==> config.mk <==
export PLATFORM = sky130hd
export DESIGN_NAME = vsdt_cell
export DESIGN_NICKNAME = d
export VERILOG_FILES = /design/src/sv/vsdt_pkg.sv /design/src/sv/vsdt_cell.sv
export SDC_FILE = /design/constraint.sdc
export NUM_CORES = 2
export LEC_CHECK = 0
export CORE_MARGIN = 2
export CORE_UTILIZATION = 40
export CTS_CLUSTER_DIAMETER = 30
export DETAILED_ROUTE_END_ITERATION = 7
export DONT_BUFFER_PORTS = 1
export PLACE_DENSITY = 0.52
export SYNTH_ARGS = -nofsm -noshare
export SYNTH_HDL_FRONTEND = slang
export SYNTH_SLANG_ARGS = --single-unit
==> constraint.sdc <==
create_clock -name clk_i -period 9.71 [get_ports clk_i]
set_input_delay 0.971 -clock clk_i [delete_from_list [all_inputs] [get_ports clk_i]]
set_output_delay 0.971 -clock clk_i [all_outputs]
set_load 0.05 [all_outputs]
==> src/sv/vsdt_pkg.sv <==
// shared types and constants for the vertex snap dedup table
package vsdt_pkg;

  localparam int unsigned TableDepthDef = 1024;
  localparam int unsigned CoordBitsDef  = 24;
  localparam int unsigned TolBits       = 52;
  localparam int unsigned CellStages    = 3;

  typedef enum logic [1:0] {
    ST_IDLE,
    ST_SCAN,
    ST_DRAIN,
    ST_DECIDE
  } state_e;

  typedef struct packed {
    logic valid;
    logic last;
  } tag_t;

endpackage

==> src/sv/vsdt_cell.sv <==
// one axis cell: squared difference added to the partial sum from the previous cell
module vsdt_cell #(
  parameter int unsigned CoordBits = 24,
  parameter int unsigned SumBits   = 52,
  parameter int unsigned IdxBits   = 10
) (
  input  logic                        clk_i,
  input  logic                        rst_ni,
  input  logic signed [CoordBits-1:0] point_i,
  input  logic signed [CoordBits-1:0] stored_i,
  input  logic [SumBits-1:0]          psum_i,
  input  vsdt_pkg::tag_t              tag_i,
  input  logic [IdxBits-1:0]          idx_i,
  output logic [SumBits-1:0]          psum_o,
  output vsdt_pkg::tag_t              tag_o,
  output logic [IdxBits-1:0]          idx_o
);

  localparam int unsigned MagBits = CoordBits + 1;

  logic signed [CoordBits:0] diff;
  logic [MagBits-1:0]        mag_d, mag_q;
  logic [2*MagBits-1:0]      sq_q;
  logic [SumBits-1:0]        psum_a_q, psum_b_q, sum_q;
  vsdt_pkg::tag_t            tag_a_q, tag_b_q, tag_c_q;
  logic [IdxBits-1:0]        idx_a_q, idx_b_q, idx_c_q;

  always_comb begin
    diff  = (CoordBits+1)'(point_i) - (CoordBits+1)'(stored_i);
    mag_d = diff[CoordBits] ? MagBits'(-diff) : MagBits'(diff);
  end

  always_ff @(posedge clk_i or negedge rst_ni) begin
    if (!rst_ni) begin
      tag_a_q <= '0;
      tag_b_q <= '0;
      tag_c_q <= '0;
    end else begin
      tag_a_q <= tag_i;
      tag_b_q <= tag_a_q;
      tag_c_q <= tag_b_q;
    end
  end

  always_ff @(posedge clk_i) begin
    mag_q    <= mag_d;
    psum_a_q <= psum_i;
    idx_a_q  <= idx_i;
    sq_q     <= mag_q * mag_q;
    psum_b_q <= psum_a_q;
    idx_b_q  <= idx_a_q;
    sum_q    <= psum_b_q + SumBits'(sq_q);
    idx_c_q  <= idx_b_q;
  end

  assign psum_o = sum_q;
  assign tag_o  = tag_c_q;
  assign idx_o  = idx_c_q;

endmodule

==> reports/qor.csv <==
stage,metric,value,unit
routing,totalWireLength,68200,um
global_routing,grt_start_max_net_pins,29,
run,drv_cap,0,
logic_synthesis,synth_top_area_frac,0.332,
worst_setup_path,worstPathCellList,inv_1 > nor2_1 > fa_1 > fa_1 > fa_1 > inv_1 > fa_1 > inv_1 > fa_1 > fa_1 > inv_1 > fa_1 > inv_1 > ha_1 > and2_1 > and3_1 > nor4b_1 > o21a_1 > a21oi_1 > o21ai_0 > xor2_1,
timing,relSlewSlack,0.223,
floorplanning,die_h,269,um
floorplanning,dieArea,72500,sq um
global_routing,overflow,0,
routing,ant_nets,0,
clock_tree,post_cts_resize_count,0,
worst_setup_path,path_max_fanout,23,
cells_and_area,drive_above_1_share,0.0506,
timing,fin_skew,33.1,ps
clock_tree,cts_max_level,2,
clock_tree,cts_hold_buf,0,
clock_tree,cts_setup_buffers,0,
run_status,status,finished clean,
logic_synthesis,synth_nets,3795,
routing,drt-initial-drc-count,898,
clock_tree,clkTransAtPathRegs,50,ps
floorplanning,die_w,269,um
timing,hold_violations,0,
worst_setup_path,crit_required,10230,ps
cells_and_area,diodes,0,
clock_tree,clockBufferDepth,3,
worst_setup_path,path_common_cell,fa_1,
clock_tree,cts_root_buf,clkbuf_16,
worst_setup_path,cp-start-kind,flop,
logic_synthesis,ys_ff_latch,266,
logic_synthesis,syn-cell-area,28200,sq um
cells_and_area,final_cell_mix,"inv_1, fa_1, ha_1",
logic_synthesis,synth_ff_type,dfxtp_1,
clock_tree,clk_latency,590,ps
placed_design,placed_cell_area,29200,sq um
floorplanning,core_area,69900,sq um
placed_design,routabilityCongestion,0.895,
logic_synthesis,synth_edf_count,0,
timing,fin_crit_sh,0.806,
cells_and_area,area_delta_synth_final,10.2,%
clock_tree,cts_tree,done,
global_routing,grt_pass1_vias,21663,
logic_synthesis,yosysWarnings,0,
logic_synthesis,syn_inst,2951,
worst_setup_path,r2r_end,sq_q[44]$_DFF_P_,
worst_setup_path,max_stage_delay,1030,ps
logic_synthesis,async_flop_share,0.0226,
worst_setup_path,crit_arrival,8350,ps
logic_synthesis,synth_area_leaders,"fa_1, dfxtp_1, ha_1",
routing,drcViolationCount,0,
timing,rsz0062_at_grt,false,
placed_design,dp_hpwl,55500,um
floorplanning,ios,178,
min_path,hold_path_class,input pin to async pin,
logic_synthesis,syn_area_per_cell,9.54,sq um
timing,tightest_slew,1160,ps
timing,fin_crit,7830,ps
cells_and_area,final_cell_area,31000,sq um
worst_setup_path,reg2reg_depth,21,
routing,dr.pass1.iters,5,
cells_and_area,nFillCells,6796,
global_routing,antenna_found_initial,0,
cells_and_area,final_core_util,0.444,
floorplanning,start_util,0.403,
timing,fin_setup_tns,0,ps
routing,dr_total_vias,19492,
worst_setup_path,end_kind,flop,
cells_and_area,layout.cells.most_common,inv_1,
logic_synthesis,synth_cell_types,76,
timing,slew_violations,0,
routing,avgViaCountPerCell,4.95,
worst_setup_path,rr_startpoint,mag_q[3]$_DFF_P_,
floorplanning,rows,97,
worst_setup_path,crit_path_top_delay_cell,dfxtp_1,
clock_tree,numCtsBuffers,53,
global_routing,grt_pass1_wl,114000,um
timing,maxClockFrequency,0.128,GHz
global_routing,grt_usage,0.195,
routing,wl_per_cell,17.3,um
placed_design,port_buffers,0,
logic_synthesis,synth_largest_area_cell,fa_1,
logic_synthesis,yosysSeqAreaShare,0.190,
cells_and_area,nets,3800,
timing,final-setup-viol-count,0,
worst_setup_path,rrSetupSlack,1880,ps
worst_setup_path,crit_type,flop to flop,
clock_tree,cts.sinks,266,
## worst max path at each step
stage,slack [ps],cells after the start,endpoint,start
after floorplan,2760,25,sq_q[49]$_DFF_P_,mag_q[2]$_DFF_P_
after global placement,2010,24,sq_q[49]$_DFF_P_,mag_q[14]$_DFF_P_
after detailed placement,1780,21,sq_q[44]$_DFF_P_,mag_q[3]$_DFF_P_
after CTS,1820,21,sq_q[44]$_DFF_P_,mag_q[3]$_DFF_P_
after global routing,1380,21,sq_q[44]$_DFF_P_,mag_q[3]$_DFF_P_
final,1880,21,sq_q[44]$_DFF_P_,mag_q[3]$_DFF_P_
## per-layer routing
metal,part of all wire,GRT usage,vias up
met5,0,0,-
met4,0.033,0.0661,0
met3,0.042,0.0245,127
met2,0.49,0.346,488
met1,0.43,0.245,9668
li1,-,-,9209
## synth_stat cells (4+ instances only)
library cell / n
fa_1: 467
nor2b_1: 13
nand4_1: 16
a211o_1: 9
nand3_1: 28
nand2b_1: 14
nand3b_1: 4
inv_1: 710
or3_1: 8
dfrtp_1: 6
nor3b_1: 5
nor3_1: 19
a31oi_1: 15
or2_2: 5
clkbuf_1: 70
o21bai_1: 18
dfxtp_1: 260
a21o_1: 100
xor2_1: 51
a221oi_1: 6
a2111oi_0: 8
o211ai_1: 9
and4_1: 9
a211oi_1: 19
a21oi_1: 109
o21a_1: 17
nand2_1: 228
o21ai_0: 42
ha_1: 263
xnor2_1: 84
a21boi_0: 10
nor2_1: 102
o31ai_1: 9
and3_1: 26
and2_1: 127
## area by class of cell
type                       instances  area (sq um)  area share
inverter                         710          2670      0.0859
tap                              940          1180      0.0379
timing repair buffer              23           173     0.00557
sequential                       266          5360       0.173
clock inverter                    43           432      0.0139
clock buffer                      57          1370      0.0442
multi-input combinational       1902         19900       0.640
## sequential cells by signal (all words and copies together) (netlist names)
name and flops:
idx_a_q 10, idx_b_q 10, sq_q 49, tag_b_q 2, tag_a_q 2, mag_q 25
psum_a_q 52, psum_b_q 52, idx_o 10, psum_o 52, tag_o 2
## per-stage QoR
| step | hold WS (ps) | setup WS (ps) | cells |
|---|---|---|---|
| 2_1_floorplan | 310 | 2760 | 2951 |
| 3_3_place_gp | 310 | 2010 | 3841 |
| 3_5_place_dp | 312 | 1780 | 3841 |
| 4_1_cts | 42.9 | 1820 | 3941 |
| 5_1_grt | 43.7 | 1380 | 3941 |
| 6_report | 77.2 | 1880 | 3941 |
## critical path: cells and delay by family (launching register included)
| kind | cells | cell delay [ps] |
|---|---|---|
| simple gates | 4 | 1380 |
| fa+ha+maj | 8 | 3830 |
| buf+inv | 5 | 580 |
| xor+xnor | 1 | 160 |
| flops | 1 | 1030 |
| compound gates | 3 | 780 |
## logic make-up after synthesis
logic type / Yosys count / share of synthesized area
buf+inv: 783 / 0.105
flops: 266 / 0.190
simple gates: 615 / 0.108
xor+xnor: 135 / 0.0420
mux: 5 / 0.00187
fa+ha+maj: 730 / 0.449
compound gates: 417 / 0.104
Power is left out: the tool's default activity adds up to more than one toggle a clock period on the data nets, which glitch-free logic cannot reach.
