<file path="config.mk">
export PLATFORM = sky130hd
export DESIGN_NAME = vsdt_ram
export DESIGN_NICKNAME = d
export VERILOG_FILES = /design/src/sv/vsdt_ram.sv
export SDC_FILE = /design/constraint.sdc
export NUM_CORES = 1
export LEC_CHECK = 0
export CORE_UTILIZATION = 55
export CTS_CLUSTER_SIZE = 20
export DETAILED_ROUTE_END_ITERATION = 8
export DONT_BUFFER_PORTS = 1
export MAX_ROUTING_LAYER = met4
export PLACE_DENSITY_LB_ADDON = 0.25
export SLEW_MARGIN = 20
export SYNTH_ARGS = -nofsm -noshare
export SYNTH_HDL_FRONTEND = slang
export SYNTH_SLANG_ARGS = --single-unit
</file>
<file path="constraint.sdc">
create_clock -name clk_i -period 1.7 [get_ports clk_i]
set_input_delay 0.255 -clock clk_i [delete_from_list [all_inputs] [get_ports clk_i]]
set_output_delay 0.255 -clock clk_i [all_outputs]
set_load 0.05 [all_outputs]
</file>
<file path="src/sv/vsdt_ram.sv">
// generic simple dual port ram with registered read
module vsdt_ram #(
  parameter int unsigned Width = 8,
  parameter int unsigned Depth = 16
) (
  input  logic                     clk_i,
  input  logic                     we_i,
  input  logic [$clog2(Depth)-1:0] waddr_i,
  input  logic [Width-1:0]         wdata_i,
  input  logic [$clog2(Depth)-1:0] raddr_i,
  output logic [Width-1:0]         rdata_o
);

  logic [Width-1:0] mem_q [Depth];
  logic [Width-1:0] rdata_q;

  always_ff @(posedge clk_i) begin
    if (we_i) begin
      mem_q[waddr_i] <= wdata_i;
    end
    rdata_q <= mem_q[raddr_i];
  end

  assign rdata_o = rdata_q;

endmodule

</file>
==> flow_summary.ini, run 1 <==
[place]
globalplace.congestion = 0.7662
hpwl_um = 5860
port-buffer-count = 0
place_area_um2 = 5336
pre_cts_slack_ps = 244.8
place_inst = 345

[critical_path]
worst-endpoint-arrival_ps = 1210
crit_fanout = 1
crit_required_ps = 1440
path_class = flop to primary output
crit_path_end_kind = primary output
start_kind = flop
rr_worst_depth = 3
cp_num_cells = 0
rrSetupSlack_ps = 250

[cts]
clk_latency_ps = 510
cts_sinks = 136
cts-hold-fix-buffers = 8
htree_levels = 4
clockBufferDepth = 2
cts_tree = yes
clockRootBuffer = clkbuf_8
cts_buffers = 17
cts-resized-gates = 0
clkTransAtPathRegs_ps = 60
cts_setup_buffers = 0

[routing]
wl_met2_um = 5108
wl_met1_um = 3891
dr.pass1.iters = 4
drc_errors = 0
wl_per_cell_um = 25.82
drt_iter0_drc = 196
avgViaCountPerCell = 6.221
wl_um = 9913
detail-route-antenna-nets = 0
num_vias = 2389
wl_met3_um = 860
top_layer = met4

[global_route]
grt_max_degree = 33
grt_pass1_vias = 2448
antenna_found_initial = 0
grt_remaining_overflow = 0
grtUsageTotal = 0.2313
grt_pass1_wl_um = 14790

[sta]
clock_skew_ps = 12.52
fin_crit_sh = 0.8614
tightest_slew_ps = 644.5
finalWorstSetupSlack_ps = 235.6
hold_violations = 0
fmax_ghz = 0.6829
slew_headroom = 0.5689
whs_ps = 40.83
setup_viol = 0
drv_slew = 0
layout_min_cycle_time_ps = 1464
fin_tns_setup_ps = 0
rsz0062_at_grt = false

[logic_synthesis]
yosys.area.top_type = edfxtp_1
ys_seq_elements = 136
syn_nets = 247
mappedNetlistArea_um2 = 5147
synth_cell_types = 19
ys_seq_area_frac = 0.7778
ys_top_cells_by_count = 128 x edfxtp_1, 18 x mux4_2, 16 x a22oi_1
synth_edf_count = 128
synth_most_common_cell = edfxtp_1
synthFlopType = edfxtp_1
syn_area_per_cell_um2 = 22.48
synth_warnings = 0
synth_area_leaders = edfxtp_1 75%, mux4_2 7.9%, mux4_1 7.1%
synth_cells = 229
synth.top_cell.area_share = 0.7467
async_flop_share = 0

[finish]
final_area_um2 = 5924
diodes = 0
areaGrowthSynthToFinish_pct = 15.09
nets = 282
postLayoutCoreUtil = 0.6663
fillerInstances = 551
final_layout_size_suffix_gt1_frac = 0.2319
stdcell_count = 384

[worst_hold_path]
whs_path_depth = 3
hp-class = primary input to flop

[floorplan]
dieArea_um2 = 9750
io_pins = 26
core_area_um2 = 8891
die_x_um = 98.74
die_y_um = 98.74
initial_utilization = 0.5789
num_rows = 34

[power_and_ir_drop]
vdd.ir_drop.worst_mv = 0.6330
power_density_nw_per_um2 = 1228
total_power_mw = 7.276
p_leak_nw = 1.974

[run_status]
outcome = complete, no violations

[run]
maxCapViolations = 0
## final timing paths
path | start | endpoint
setup / recovery | rdata_o[0]$_DFF_P_ | rdata_o[0]
setup reg to reg | mem_q[10][0]$_DFFE_PP_ | rdata_o[0]$_DFF_P_
hold reg to reg | mem_q[7][5]$_DFFE_PP_ | rdata_o[5]$_DFF_P_
hold / removal | raddr_i[1] | rdata_o[2]$_DFF_P_
## worst min-delay path, delay by kind of cell
kind / cells / cell delay [ps]
compound gates: 1 / 60
mux: 1 / 120
simple gates: 1 / 70
## state kept, by name, summed over array words and instances, names as in the netlist
register / cells
rdata_o: 8
mem_q: 128
## cell type report
type	count	area, µm²	area share
multi-input cells	83	1062	0.1793
clock buffers	19	421.7	0.07117
repair buffers	26	215.2	0.03633
flip-flops and latches	136	4004	0.6758
well taps	108	135.1	0.02281
clock inverters	12	86.33	0.01457
## layer usage
metal	vias up	track usage
met5	-	-
met4	0	0.07692
met3	7	0.06879
met2	112	0.3437
met1	1227	0.3110
li1	1043	-
## report_power, final
part	internal [mW]	total, mW	leakage (nW)	switching, mW
clock network	1.89	3.15	0.249	1.26
logic	0.129	0.267	0.501	0.138
registers	3.75	3.86	1.22	0.107
## cell families after synthesis
group	after synthesis	synth area share
compound gates	16	0.02334
buf+inv	10	0.01677
simple gates	35	0.03184
flops	136	0.7778
mux	32	0.1502
## cells in the final DEF (no fill, tap or decap), types with 2 or more instances in the layout
master | Yosys | layout
dfxtp_1 | 8 | 8
clkbuf_16 | 0 | 16
mux4_2 | 18 | 18
buf_4 | 1 | 18
dlygate4sd3_1 | 0 | 8
mux4_1 | 14 | 14
clkinv_2 | 0 | 6
edfxtp_1 | 128 | 128
clkinvlp_4 | 0 | 2
nor3_1 | 4 | 3
nand3b_1 | 2 | 2
a22oi_1 | 16 | 16
nor2_1 | 13 | 13
nand2b_1 | 2 | 2
clkinv_1 | 0 | 3
nand2_1 | 9 | 9
clkbuf_1 | 0 | 2
Note: power is estimated with default switching activity, not from simulation.
==> inputs of run 2 (changes only) <==
--- a/config.mk
+++ b/config.mk
@@ -11,6 +11,7 @@
 export DONT_BUFFER_PORTS = 1
 export MAX_ROUTING_LAYER = met4
 export PLACE_DENSITY_LB_ADDON = 0.25
+export REMOVE_ABC_BUFFERS = 1
 export SLEW_MARGIN = 20
 export SYNTH_ARGS = -nofsm -noshare
 export SYNTH_HDL_FRONTEND = slang
==> run 2 against run 1 <==
Against the previous run:
- utilization increased by 0.73 points
- cell area increased by 1.1%
- register-to-register slack improved by 80 ps
- count of clock-buffer cells in the layout increased by 1
- largest cell class unchanged
- sequential share of layout area decreased by 0.73 points
- die area unchanged
- wire length decreased by 1.6%
- final cell count increased by 0.26%
- first-iteration DRC count increased by 26%
- sequential power about the same
==> flow_summary.ini, run 2 (synthesized netlist as in run 1, its figures left out) <==
[global_route]
grt_max_degree = 33
grt_remaining_overflow = 0
grtUsageTotal = 0.2335
grt_pass1_wl_um = 14920
grt_pass1_vias = 2513
antenna_found_initial = 0

[sta]
clock_skew_ps = 5.833
setup_viol = 0
layout_min_cycle_time_ps = 1460
fin_crit_sh = 0.8590
tightest_slew_ps = 595.2
rsz0062_at_grt = false
fin_tns_setup_ps = 0
hold_violations = 0
slew_headroom = 0.6019
drv_slew = 0
fmax_ghz = 0.6848

[finish]
final_layout_size_suffix_gt1_frac = 0.2383
postLayoutCoreUtil = 0.6737
areaGrowthSynthToFinish_pct = 16.36
regArea_um2 = 4004
nets = 282
diodes = 0
multi_input_area_um2 = 1057
top_register = mem_q
largest_reg_flops = 128
final_common_cell = edfxtp_1
fillerInstances = 558
mostFrequentLayoutCells = 128 x edfxtp_1, 18 x mux4_2, 18 x buf_4

[floorplan]
die_y_um = 98.74
core_area_um2 = 8891
io_pins = 26
dieArea_um2 = 9750
num_rows = 34
die_x_um = 98.74
initial_utilization = 0.5789

[critical_path]
crit_path_end_kind = primary output
worst-endpoint-arrival_ps = 1210
crit_fanout = 1
cp_num_cells = 0
crit_required_ps = 1440
rr_worst_depth = 3
path_class = flop to primary output
start_kind = flop

[place]
globalplace.congestion = 0.6996
hpwl_um = 5797
port-buffer-count = 0

[cts]
htree_levels = 4
clk_latency_ps = 510
clockRootBuffer = clkbuf_8
cts_setup_buffers = 0
cts_tree = yes
cts_buffers = 17
cts-resized-gates = 0
cts-hold-fix-buffers = 8
clockBufferDepth = 2
cts_sinks = 136
clkTransAtPathRegs_ps = 60

[routing]
detail-route-antenna-nets = 0
drc_errors = 0
num_vias = 2391
wl_per_cell_um = 25.34
drt_iter0_drc = 247
dr.pass1.iters = 4
avgViaCountPerCell = 6.210
wl_um = 9755

[run_status]
outcome = complete, no violations

[power_and_ir_drop]
power_density_nw_per_um2 = 1278
vdd.ir_drop.worst_mv = 0.6703
p_leak_nw = 1.994

[run]
maxCapViolations = 0

[worst_hold_path]
hp-class = primary input to flop
whs_path_depth = 3
run 2: cell count changes in the layout (fill, tap and decap cells not counted), moves of 2 or more:
cell        before  now
clkinv_2         6    3
clkinv_1         3    0
clkinvlp_4       2    4
clkinv_4         0    2
bufinv_16        1    3
run 2: where the power goes:
part	switching, mW	internal (mW)	total [mW]
clock network	1.31	2.23	3.53
logic	0.134	0.128	0.262
registers	0.106	3.75	3.86
total	1.55	6.11	7.65
run 2: per-stage QoR:
step           cells  power [mW]  area [µm²]  setup slack, ps  hold slack [ps]
2_1_floorplan    219       4.063        5061           -47.87            353.9
3_3_place_gp     345       4.130        5331            302.4            354.5
3_5_place_dp     345       4.136        5331            279.5            354.6
4_1_cts          385       7.689        5989            211.8            6.496
5_1_grt          385       7.851        5989            208.8            21.54
6_report         385       7.652        5989            239.7            41.15
run 2: cell type report:
class,count,share of cell area
tap,108,0.02256
timing repair buffer,26,0.03593
clock buffer,20,0.07103
sequential,136,0.6685
multi-input combinational,83,0.1765
clock inverter,12,0.02549
run 2: worst reg2reg max path, stage by stage, from the launching register on:
cell and delay [ps]:
edfxtp_1 360, mux4_1 530, a22oi_1 240, nand2_1 110
run 2: worst paths after layout:
path | startpoint | to | slack (ps)
worst max register to register | mem_q[9][3]$_DFFE_PP_ | rdata_o[3]$_DFF_P_ | 330
worst min-delay path | raddr_i[1] | rdata_o[0]$_DFF_P_ | 40
worst max-delay path | rdata_o[2]$_DFF_P_ | rdata_o[2] | 240
worst min register to register | mem_q[12][2]$_DFFE_PP_ | rdata_o[2]$_DFF_P_ | 670
run 2: layer usage:
metal / wire, µm / share of wire / track usage
met1: 4169 / 0.43 / 0.3259
met2: 4705 / 0.48 / 0.3324
met3: 703 / 0.072 / 0.05745
met4: 177 / 0.018 / 0.1022
met5: 0 / 0 / -
==> inputs of run 3 (changes only) <==
--- a/config.mk
+++ b/config.mk
@@ -6,6 +6,7 @@
 export NUM_CORES = 1
 export LEC_CHECK = 0
 export CORE_UTILIZATION = 55
+export CTS_BUF_LIST = sky130_fd_sc_hd__clkbuf_4 sky130_fd_sc_hd__clkbuf_8 sky130_fd_sc_hd__clkbuf_16
 export CTS_CLUSTER_SIZE = 20
 export DETAILED_ROUTE_END_ITERATION = 8
 export DONT_BUFFER_PORTS = 1
==> run 3 against run 2 <==
Against the previous run:
- count of clock-buffer cells in the layout is the same
- final cell count unchanged
- utilization rose by 0.13 points
- fmax shrank 0.29%
- clock skew hardly changed
- worst setup slack lost 4.2 ps
- critical path type unchanged
- critical endpoint unchanged
- largest power group unchanged
==> flow_summary.ini, run 3 (synthesized netlist as in run 1, its figures left out) <==
[global_route]
grt_max_degree = 33
grt_pass1_wl_um = 14920
grt_pass1_vias = 2504
grtUsageTotal = 0.2332
grt_remaining_overflow = 0
antenna_found_initial = 0

[cts]
cts-resized-gates = 0
htree_levels = 4
cts_tree = yes
clkTransAtPathRegs_ps = 60
clockBufferDepth = 2
cts_buffers = 17
cts_sinks = 136
clk_latency_ps = 520
clockRootBuffer = clkbuf_8

[sta]
hold_violations = 0
whs_ps = 32.10
tightest_slew_ps = 628.7
fin_crit_sh = 0.8615
rsz0062_at_grt = false
drv_slew = 0
fin_tns_setup_ps = 0
fmax_ghz = 0.6828
slew_headroom = 0.5795
setup_viol = 0
layout_min_cycle_time_ps = 1465
clock_skew_ps = 5.806

[critical_path]
start_kind = flop
crit_path_end_kind = primary output
worst-endpoint-arrival_ps = 1210
crit_required_ps = 1440
crit_fanout = 1
path_class = flop to primary output

[finish]
top_register = mem_q
fillerInstances = 554
final_layout_size_suffix_gt1_frac = 0.2491
mostFrequentLayoutCells = 128 x edfxtp_1, 18 x mux4_2, 18 x buf_4
areaGrowthSynthToFinish_pct = 16.58
final_common_cell = edfxtp_1
nets = 282
diodes = 0
largest_reg_flops = 128

[routing]
drc_errors = 0
wl_um = 9807
drt_iter0_drc = 231
detail-route-antenna-nets = 0
num_vias = 2439
avgViaCountPerCell = 6.335
dr.pass1.iters = 4
wl_per_cell_um = 25.47

[place]
globalplace.congestion = 0.6996
port-buffer-count = 0
hpwl_um = 5797

[floorplan]
io_pins = 26
num_rows = 34
die_x_um = 98.74
dieArea_um2 = 9750
die_y_um = 98.74
initial_utilization = 0.5789
core_area_um2 = 8891

[power_and_ir_drop]
vdd.ir_drop.worst_mv = 0.6685
power_density_nw_per_um2 = 1285
p_leak_nw = 2.004

[worst_hold_path]
hp-class = primary input to flop

[run]
maxCapViolations = 0

[run_status]
outcome = complete, no violations
==> run 3: metrics by stage <==
| stage | util | worst slack, ps | instance area [µm²] | total power [mW] | cells |
|---|---|---|---|---|---|
| 2_1_floorplan | - | -47.87 | 5061 | 4.063 | 219 |
| 3_3_place_gp | 0.5996 | 302.4 | 5331 | 4.130 | 345 |
| 3_5_place_dp | 0.5996 | 279.5 | 5331 | 4.136 | 345 |
| 4_1_cts | 0.6749 | 208.8 | 6001 | 7.740 | 385 |
| 5_1_grt | 0.6749 | 207.7 | 6001 | 7.899 | 385 |
| 6_report | 0.6749 | 235.5 | 6001 | 7.714 | 385 |
==> run 3: area by class of cell <==
| cell class | count | area, µm² | share of cell area |
|---|---|---|---|
| Timing Repair Buffer | 26 | 215.2 | 0.03586 |
| Clock inverter | 12 | 152.6 | 0.02544 |
| Tap cell | 108 | 135.1 | 0.02252 |
| Clock buffer | 20 | 436.7 | 0.07277 |
| Multi-Input combinational cell | 83 | 1057 | 0.1762 |
| Sequential cell | 136 | 4004 | 0.6672 |
==> run 3: per-layer routing <==
layer,track usage,vias up,routed length [µm]
li1,-,1045,-
met5,-,-,0
met3,0.05745,17,603
met1,0.3275,1279,4299
met4,0.1056,0,223
met2,0.3281,98,4681
==> run 3: worst paths after layout <==
path | from | end | slack (ps) | cells past startpoint
setup / recovery | rdata_o[2]$_DFF_P_ | rdata_o[2] | 240 | 0
hold / removal | raddr_i[1] | rdata_o[2]$_DFF_P_ | 30 | 3
setup reg to reg | mem_q[9][3]$_DFFE_PP_ | rdata_o[3]$_DFF_P_ | 340 | 3
hold reg to reg | mem_q[12][2]$_DFFE_PP_ | rdata_o[2]$_DFF_P_ | 670 | 3
==> run 3: power breakdown <==
part	internal (mW)	total [mW]	switching, mW
registers	3.75	3.86	0.106
logic	0.128	0.263	0.135
clock network	2.27	3.59	1.32
==> run 3: what timing repair did <==
action / in CTS / in global routing
hold buffers: 8 / 0
setup buffers: 0 / 0
endpoints found under the hold margin: 128 / 0
